File: config.mk
export PLATFORM = sky130hd
export DESIGN_NAME = view_follow_glide
export DESIGN_NICKNAME = d
export VERILOG_FILES = /design/src/rtl/vfg_pkg.sv /design/src/rtl/view_follow_glide.sv
export SDC_FILE = /design/constraint.sdc
export NUM_CORES = 2
export LEC_CHECK = 0
export CAP_MARGIN = 20
export CORE_MARGIN = 1
export CORE_UTILIZATION = 35
export DETAILED_ROUTE_END_ITERATION = 12
export DONT_BUFFER_PORTS = 1
export SYNTH_ARGS = -nofsm -noshare
export SYNTH_HDL_FRONTEND = slang
export SYNTH_SLANG_ARGS = --single-unit
File: constraint.sdc
create_clock -name clock -period 13.2 [get_ports clock]
set_clock_uncertainty 0.05 [all_clocks]
set_input_delay 2.64 -clock clock [delete_from_list [all_inputs] [get_ports clock]]
set_output_delay 2.64 -clock clock [all_outputs]
set_load 0.02 [all_outputs]
File: src/rtl/vfg_pkg.sv
// ----------------------------------------------------------------------------
// vfg_pkg
// shared types and constants for the view follow glide block
// ----------------------------------------------------------------------------
package vfg_pkg;

   // command codes carried in req_tuser
   localparam logic [1:0] CMD_WALK_START = 2'd0;
   localparam logic [1:0] CMD_TICK       = 2'd1;
   localparam logic [1:0] CMD_CANCEL     = 2'd2;
   localparam logic [1:0] CMD_REFUSED    = 2'd3;

   // configuration register indexes
   localparam logic [1:0] REG_FOLLOW_ENABLE = 2'd0;
   localparam logic [1:0] REG_VIEW_WIDTH    = 2'd1;
   localparam logic [1:0] REG_VIEW_HEIGHT   = 2'd2;

   localparam int VIEW_W        = 13;
   localparam int REQ_DATA_W    = 72;
   localparam int RSP_DATA_W    = 40;
   localparam int STEP_W        = 17;
   localparam int OFS_W         = 17;

   // art origin to centre of tile
   localparam logic signed [OFS_W-1:0] POINT_OFS_X = 17'sd16;
   localparam logic signed [OFS_W-1:0] POINT_OFS_Y = 17'sd8;

   localparam logic [VIEW_W-1:0] RESET_WIDTH  = 13'd640;
   localparam logic [VIEW_W-1:0] RESET_HEIGHT = 13'd380;

   // one request word, highest field first
   typedef struct packed {
      logic [3:0]         pad;
      logic [31:0]        now_ms;
      logic               world_frozen;
      logic               walk_busy;
      logic               walker_is_point;
      logic               point_present;
      logic signed [15:0] point_y;
      logic signed [15:0] point_x;
   } req_item_type;

   // one response word, highest field first
   typedef struct packed {
      logic [3:0]              pad;
      logic                    follow_active;
      logic signed [STEP_W-1:0] step_y;
      logic signed [STEP_W-1:0] step_x;
      logic                    scroll_request;
   } rsp_item_type;

endpackage

File: src/rtl/view_follow_glide.sv
// ----------------------------------------------------------------------------
// view_follow_glide
// exponential glide of the view towards a tracked point, one word per event
// ----------------------------------------------------------------------------
// path: an accepted request word is held in the input register, and the result
//   register loads from it once the result slot is free
// throughput: one word per cycle unless rsp_tready stalls; the gain rom read,
//   two multiplies and the carry adds sit in a single stage between the registers
// reset (synchronous): follow disarmed, time stamp and carries cleared,
//   enable 1, width 640, height 380; no clearing pass
// ----------------------------------------------------------------------------
module view_follow_glide #(
   parameter int TAU_MS      = 160,
   parameter int DT_LIMIT_MS = 100,
   parameter int FRAC_BITS   = 16
) (
   input  logic                          clock,
   input  logic                          reset,
   // request channel
   input  logic                          req_tvalid,
   output logic                          req_tready,
   // tdata: point_x, point_y, point_present, walker_is_point, walk_busy,
   //        world_frozen, now_ms, zero pad
   input  logic [vfg_pkg::REQ_DATA_W-1:0] req_tdata,
   // tuser: command
   input  logic [1:0]                    req_tuser,
   // response channel
   output logic                          rsp_tvalid,
   input  logic                          rsp_tready,
   // tdata: scroll_request, step_x, step_y, follow_active, zero pad
   output logic [vfg_pkg::RSP_DATA_W-1:0] rsp_tdata,
   // register write port
   input  logic                          csr_we,
   input  logic [1:0]                    csr_index,
   input  logic [vfg_pkg::VIEW_W-1:0]    csr_wdata
);

   // ------------------------------------------------------------------------
   // gain rom: k[dt] = round(2^FRAC_BITS * (1 - exp(-dt/TAU_MS))), built at
   // elaboration with 60 fractional bits
   // ------------------------------------------------------------------------
   localparam int K_W   = FRAC_BITS + 1;          // k may round up to one
   localparam int DT_W  = $clog2(DT_LIMIT_MS + 1);
   localparam int CAR_W = FRAC_BITS + 1;          // signed, below one pixel
   localparam int PRD_W = vfg_pkg::OFS_W + K_W + 1;
   localparam int SUM_W = PRD_W + 1;

   typedef logic [K_W-1:0] rom_type [0:DT_LIMIT_MS];

   function automatic logic [63:0] mul60(input logic [63:0] a, input logic [63:0] b);
      logic [127:0] p;
      p = {64'd0, a} * {64'd0, b};
      return p[123:60];
   endfunction

   function automatic rom_type glide_rom_build();
      rom_type     rom;
      logic [63:0] one60;
      logic [63:0] y;
      logic [63:0] term;
      logic [63:0] pos;
      logic [63:0] neg;
      logic [63:0] r;
      logic [63:0] p;
      logic [63:0] k;
      logic [63:0] rk;
      one60 = 64'd1 << 60;
      y     = one60 / 64'(TAU_MS);
      term  = one60;
      pos   = one60;
      neg   = 64'd0;
      for (int n = 1; n <= 40; n++) begin
         term = mul60(term, y) / 64'(n);
         if ((n % 2) == 1) begin
            neg = neg + term;
         end else begin
            pos = pos + term;
         end
      end
      r      = pos - neg;
      p      = one60;
      rom[0] = '0;
      for (int dt = 1; dt <= DT_LIMIT_MS; dt++) begin
         p       = mul60(p, r);
         k       = one60 - p;
         rk      = (k + (64'd1 << (59 - FRAC_BITS))) >> (60 - FRAC_BITS);
         rom[dt] = rk[K_W-1:0];
      end
      return rom;
   endfunction

   localparam rom_type GLIDE_ROM = glide_rom_build();

   // ------------------------------------------------------------------------
   // configuration registers
   // ------------------------------------------------------------------------
   logic                      follow_enable_ff;
   logic [vfg_pkg::VIEW_W-1:0] view_width_ff;
   logic [vfg_pkg::VIEW_W-1:0] view_height_ff;

   always_ff @(posedge clock) begin
      if (reset) begin
         follow_enable_ff <= 1'b1;
         view_width_ff    <= vfg_pkg::RESET_WIDTH;
         view_height_ff   <= vfg_pkg::RESET_HEIGHT;
      end else if (csr_we) begin
         case (csr_index)
            vfg_pkg::REG_FOLLOW_ENABLE: follow_enable_ff <= csr_wdata[0];
            vfg_pkg::REG_VIEW_WIDTH:    view_width_ff    <= csr_wdata;
            vfg_pkg::REG_VIEW_HEIGHT:   view_height_ff   <= csr_wdata;
            default: ;                  // unused index, write dropped
         endcase
      end
   end

   // ------------------------------------------------------------------------
   // handshake: the input feeds the result register; if full, both move together
   // ------------------------------------------------------------------------
   logic                  in_valid_ff;
   vfg_pkg::req_item_type in_item_ff;
   logic [1:0]            in_cmd_ff;
   logic                  rsp_valid_ff;
   vfg_pkg::rsp_item_type rsp_item_ff;
   logic                  advance;
   logic                  load;

   assign advance    = !rsp_valid_ff || rsp_tready;  // result slot free next edge
   assign load       = in_valid_ff && advance;       // word processed this cycle
   assign req_tready = !in_valid_ff || advance;

   always_ff @(posedge clock) begin
      if (reset) begin
         in_valid_ff <= 1'b0;
      end else if (req_tready) begin
         in_valid_ff <= req_tvalid;
      end
   end

   always_ff @(posedge clock) begin
      if (req_tready && req_tvalid) begin
         in_item_ff <= vfg_pkg::req_item_type'(req_tdata);
         in_cmd_ff  <= req_tuser;
      end
   end

   // ------------------------------------------------------------------------
   // follow state
   // ------------------------------------------------------------------------
   logic                    armed_ff, armed_in;
   logic [31:0]             last_time_ff, last_time_in;
   logic signed [CAR_W-1:0] carry_x_ff, carry_x_in;
   logic signed [CAR_W-1:0] carry_y_ff, carry_y_in;

   // offsets of the point from the view centre
   logic signed [vfg_pkg::OFS_W-1:0] dx, dy;
   logic [vfg_pkg::OFS_W-1:0]        abs_dx, abs_dy;
   logic                             in_zone, in_deadband;

   assign dx = vfg_pkg::OFS_W'(in_item_ff.point_x) + vfg_pkg::POINT_OFS_X
             - $signed({5'd0, view_width_ff[vfg_pkg::VIEW_W-1:1]});
   assign dy = vfg_pkg::OFS_W'(in_item_ff.point_y) + vfg_pkg::POINT_OFS_Y
             - $signed({5'd0, view_height_ff[vfg_pkg::VIEW_W-1:1]});
   assign abs_dx = dx[vfg_pkg::OFS_W-1] ? 17'(-dx) : 17'(dx);
   assign abs_dy = dy[vfg_pkg::OFS_W-1] ? 17'(-dy) : 17'(dy);

   // arming zone is half the half-size on each axis
   assign in_zone = (abs_dx <= {6'd0, view_width_ff[vfg_pkg::VIEW_W-1:2]})
                 && (abs_dy <= {6'd0, view_height_ff[vfg_pkg::VIEW_W-1:2]});
   assign in_deadband = (abs_dx <= 17'd1) && (abs_dy <= 17'd1);

   // elapsed time, clamped to the rom depth
   logic [31:0]             dt_raw;
   logic [DT_W-1:0]         dt_idx;
   logic [K_W-1:0]          gain;
   logic signed [K_W:0]     gain_s;

   assign dt_raw = in_item_ff.now_ms - last_time_ff;
   assign dt_idx = (dt_raw > 32'(DT_LIMIT_MS)) ? DT_W'(DT_LIMIT_MS) : dt_raw[DT_W-1:0];
   assign gain   = GLIDE_ROM[dt_idx];
   assign gain_s = $signed({1'b0, gain});

   // carry update: s = carry + d*k, step = s truncated toward zero
   logic signed [PRD_W-1:0] prod_x, prod_y;
   logic signed [SUM_W-1:0] sum_x, sum_y;
   logic signed [SUM_W-1:0] flr_x, flr_y;
   logic signed [SUM_W-1:0] trn_x, trn_y;
   logic                    frac_x_nz, frac_y_nz;
   logic                    neg_x_adj, neg_y_adj;

   assign prod_x = dx * gain_s;
   assign prod_y = dy * gain_s;
   assign sum_x  = SUM_W'(carry_x_ff) + SUM_W'(prod_x);
   assign sum_y  = SUM_W'(carry_y_ff) + SUM_W'(prod_y);
   assign flr_x  = sum_x >>> FRAC_BITS;
   assign flr_y  = sum_y >>> FRAC_BITS;
   assign frac_x_nz = |sum_x[FRAC_BITS-1:0];
   assign frac_y_nz = |sum_y[FRAC_BITS-1:0];
   // negative sums with a fraction round the floor back up toward zero
   assign neg_x_adj = sum_x[SUM_W-1] && frac_x_nz;
   assign neg_y_adj = sum_y[SUM_W-1] && frac_y_nz;
   assign trn_x  = neg_x_adj ? flr_x + SUM_W'(1) : flr_x;
   assign trn_y  = neg_y_adj ? flr_y + SUM_W'(1) : flr_y;

   logic                               req_out;
   logic signed [vfg_pkg::STEP_W-1:0]  step_x_out, step_y_out;
   logic signed [vfg_pkg::STEP_W-1:0]  step_x_calc, step_y_calc;

   // remainder keeps the sign of the sum, so it is just the low bits with sign
   assign step_x_calc = trn_x[vfg_pkg::STEP_W-1:0];
   assign step_y_calc = trn_y[vfg_pkg::STEP_W-1:0];

   always_comb begin
      armed_in     = armed_ff;
      last_time_in = last_time_ff;
      carry_x_in   = carry_x_ff;
      carry_y_in   = carry_y_ff;
      req_out      = 1'b0;
      step_x_out   = '0;
      step_y_out   = '0;
      if (load) begin
         case (in_cmd_ff)
            vfg_pkg::CMD_WALK_START: begin
               if (in_item_ff.walker_is_point && follow_enable_ff
                   && in_item_ff.point_present) begin
                  armed_in     = in_zone;
                  last_time_in = in_item_ff.now_ms;
                  carry_x_in   = '0;
                  carry_y_in   = '0;
               end
            end
            vfg_pkg::CMD_TICK: begin
               if (armed_ff) begin
                  if (!follow_enable_ff || !in_item_ff.point_present
                      || !in_item_ff.walk_busy) begin
                     armed_in = 1'b0;
                  end else if (in_item_ff.world_frozen) begin
                     last_time_in = in_item_ff.now_ms;
                  end else begin
                     last_time_in = in_item_ff.now_ms;
                     if ((dt_raw != 32'd0) && !in_deadband) begin
                        carry_x_in = {neg_x_adj, sum_x[FRAC_BITS-1:0]};
                        carry_y_in = {neg_y_adj, sum_y[FRAC_BITS-1:0]};
                        req_out    = (step_x_calc != '0) || (step_y_calc != '0);
                        step_x_out = step_x_calc;
                        step_y_out = step_y_calc;
                     end
                  end
               end
            end
            vfg_pkg::CMD_CANCEL:  armed_in = 1'b0;
            vfg_pkg::CMD_REFUSED: armed_in = 1'b0;
            default:              armed_in = 1'b0;
         endcase
      end
   end

   always_ff @(posedge clock) begin
      if (reset) begin
         armed_ff     <= 1'b0;
         last_time_ff <= '0;
         carry_x_ff   <= '0;
         carry_y_ff   <= '0;
      end else begin
         armed_ff     <= armed_in;
         last_time_ff <= last_time_in;
         carry_x_ff   <= carry_x_in;
         carry_y_ff   <= carry_y_in;
      end
   end

   // ------------------------------------------------------------------------
   // result register
   // ------------------------------------------------------------------------
   always_ff @(posedge clock) begin
      if (reset) begin
         rsp_valid_ff <= 1'b0;
      end else if (advance) begin
         rsp_valid_ff <= in_valid_ff;
      end
   end

   always_ff @(posedge clock) begin
      if (load) begin
         rsp_item_ff.pad            <= '0;
         rsp_item_ff.scroll_request <= req_out;
         rsp_item_ff.step_x         <= step_x_out;
         rsp_item_ff.step_y         <= step_y_out;
         rsp_item_ff.follow_active  <= armed_in;
      end
   end

   assign rsp_tvalid = rsp_valid_ff;
   assign rsp_tdata  = rsp_item_ff;

   // ------------------------------------------------------------------------
   // assertions
   // ------------------------------------------------------------------------
   a_cancel_disarms: assert property (@(posedge clock) disable iff (reset)
      load && (in_cmd_ff == vfg_pkg::CMD_CANCEL || in_cmd_ff == vfg_pkg::CMD_REFUSED)
      |=> !armed_ff)
      else $error("cancel or refused scroll left the follow armed");

   a_active_matches_state: assert property (@(posedge clock) disable iff (reset)
      load |=> rsp_item_ff.follow_active == armed_ff)
      else $error("follow_active disagrees with armed state");

   a_no_request_no_step: assert property (@(posedge clock) disable iff (reset)
      rsp_valid_ff && !rsp_item_ff.scroll_request
      |-> rsp_item_ff.step_x == '0 && rsp_item_ff.step_y == '0)
      else $error("step emitted without a scroll request");

   a_stall_holds_state: assert property (@(posedge clock) disable iff (reset)
      !load |=> $stable(armed_ff) && $stable(carry_x_ff) && $stable(carry_y_ff)
                && $stable(last_time_ff))
      else $error("follow state changed with no word processed");

   a_disarmed_no_step: assert property (@(posedge clock) disable iff (reset)
      load && !armed_ff && in_cmd_ff == vfg_pkg::CMD_TICK
      |=> !rsp_item_ff.scroll_request && $stable(carry_x_ff))
      else $error("tick while disarmed produced a step");

endmodule

==> flow_summary.json <==
{
  "outcome": "finished clean",
  "hp-class": "flop to flop",
  "wl_per_cell_um": 20.0,
  "path_max_fanout": 16,
  "crit_path_start": "in_item_ff[36]",
  "ys_warn_count": 0,
  "drive_above_1_share": 0.0750,
  "cts_root_buf": "clkbuf_16",
  "period_needed_ns": 12.72,
  "worst_slack_ns": 0.477,
  "seq_area_um2": 5060,
  "endpoint": "rsp_tdata[0]",
  "synth_common_cells": "inv_1, nor2_1, fa_1",
  "crit_type": "flop to flop",
  "cts_max_level": 4,
  "vias": 31600,
  "cts_tree": "yes",
  "ios": 136,
  "hold_viol": 0,
  "ant_nets": 0,
  "reg2reg_to": "rsp_tdata[0]",
  "core_um2": 104000,
  "synthDistinctLibCells": 110,
  "vias_per_cell": 5.38,
  "hpwl_mm": 89.7,
  "layout.cells.non_filler": 5862,
  "yosys_most_used_dff": "edfxtp_1",
  "fin_crit_sh": 0.964,
  "synth_area_um2": 37100,
  "antenna_found_initial": 6,
  "postRouteWirelength_mm": 117,
  "path_clk_slew_ns": 0.09,
  "fillers": 10800,
  "first_pass_iters": 6,
  "synth-async-reset-ratio": 0,
  "syn_avg_cell_area_um2": 8.21,
  "cp.required_ns": 13.41,
  "worst_setup_path_end_kind": "flop",
  "rows": 118,
  "globalplace.congestion": 0.952,
  "yosysTopAreaCellShare": 0.249,
  "slew_viol_final": 0,
  "grt_pass1_wl_mm": 181,
  "finalSetupViolations": 0,
  "synth_edf_count": 106,
  "area_delta_synth_final_pct": 8.62,
  "cp_data_arrival_time_ns": 12.94,
  "slew-limit-headroom": 0.190,
  "finalSetupTns_ns": 0,
  "route.detailed.drc": 0,
  "grt_max_degree": 106,
  "syn_inst": 4513,
  "ctsHoldBuffers": 0,
  "yosys-top-cells-area": "fa_1, ha_1, edfxtp_1, inv_1, dfxtp_1",
  "cts_buffers": 17,
  "clockBufferDepth": 2,
  "crit_top_cell": "inv_1",
  "port_buffers": 0,
  "yosysMostFrequentCell": "inv_1",
  "drtIter0Drc": 2450,
  "rr_worst_depth": 47,
  "worst_pin_slew_ns": 1.21,
  "multi_input_area_um2": 28400,
  "cpPeakStageDelay_ns": 0.52,
  "max_freq_mhz": 78.6,
  "cts_sinks": 200,
  "nets": 5402,
  "synth_area_leader_cell": "fa_1",
  "start_util": 0.356,
  "clk_latency_ns": 0.55,
  "die_x_um": 327,
  "r2r-start": "in_item_ff[36]",
  "crit_slowest_cell": "fa_1",
  "yosysSeqAreaShare": 0.137,
  "die_h_um": 327,
  "dieArea_um2": 107000,
  "crit_path_start_kind": "flop",
  "dpl_worst_slack_ns": -0.0469,
  "place_inst": 5823,
  "whs_ns": 0.406,
  "grt_pass1_vias": 31600,
  "overflow": 0,
  "r2r_slack_ns": 0.48,
  "grt_usage": 0.218,
  "ys_seq_elements": 200,
  "cap_violations": 0
}
logic make-up (layout without fill, tap and decap cells):
kind of cell	Yosys count	in the layout	share of synthesized area
DFF	200	200	0.137
AOI/OAI and AO/OA	816	816	0.151
other	1	5	0.000101
adders and majority gates	840	840	0.377
muxes	17	17	0.00469
and+or+nand+nor	1450	1450	0.187
buffers and inverters	1036	1001	0.108
xor gates and xnor gates	153	153	0.0364
flip-flops by register name, indices dropped and copies added, names as in the netlist, 2 cells and up:
register and flops:
view_height_ff 12, in_item_ff 68, last_time_ff 32, carry_y_ff 17, view_width_ff 12, carry_x_ff 17
in_cmd_ff 2, rsp_tdata 36
worst min path at each step:
| stage | slack, ns | to | cells past startpoint | start |
|---|---|---|---|---|
| CTS | 0.41 | view_width_ff[8] | 2 | view_width_ff[8] |
| floorplan | 0.39 | last_time_ff[10] | 2 | last_time_ff[10] |
| global route | 0.43 | view_height_ff[11] | 2 | view_height_ff[11] |
| global placement | 0.39 | last_time_ff[9] | 2 | last_time_ff[9] |
| detailed placement | 0.40 | last_time_ff[22] | 2 | last_time_ff[22] |
| finish | 0.41 | view_width_ff[6] | 2 | view_width_ff[6] |
worst max-delay path, delay by kind of cell, from the launching register on:
kind	cells	cell delay [ns]
compound gates	12	3.01
xor+xnor	1	0.32
fa+ha+maj	10	3.95
buf+inv	8	0.79
flops	1	0.38
mux	1	0.35
simple gates	15	3.58
cell usage in the layout (no fill, tap or decap), types with 23 or more instances in the layout:
master and instances:
inv_1 796, nor2_1 460, fa_1 460, nand2_1 435, ha_1 377, a21oi_1 220
buf_4 159, o21ai_0 123, nand2b_1 106, edfxtp_1 106, dfxtp_1 94, xnor2_1 90
a21o_1 63, nor3_1 60, nand4_1 59, nand3_1 56, xor2_1 50, and3_1 34
a211oi_1 34, o211ai_1 33, o31ai_1 33, or2_2 31, and2_1 30, o21a_1 30
o32a_1 30, or3_1 28, nor2b_1 25, a31oi_1 23
repair_timing:
item	4_1_cts	5_1_grt
cloned	0	2
pin swaps	0	4
setup endpoints to repair	1	24
resized for setup	1	41
setup buffers	0	3
metrics by stage:
stage | area, um^2 | utilization
after floorplan | 37100 | -
after global placement | 39300 | 0.377
after detailed placement | 39300 | 0.377
after CTS | 40000 | 0.384
after global routing | 40200 | 0.386
final | 40200 | 0.386
layout make-up:
class / instances / share of cell area
multi-input cells: 3280 / 0.705
flip-flops and latches: 200 / 0.126
inverters: 797 / 0.0743
well taps: 1380 / 0.0429
repair buffers: 172 / 0.0362
clock buffers: 18 / 0.0109
clock inverters: 14 / 0.00504
diodes: 1 / 0.0000622
metal layers:
metal,track usage,vias to the layer above,share of wire
met1,0.288,15300,0.43
met5,0,-,0
li1,-,14800,-
met4,0.0936,0,0.046
met2,0.346,1199,0.44
met3,0.0429,246,0.080
Power is left out: the tool's default activity adds up to more than one toggle a clock period on the data nets, which glitch-free logic cannot reach.
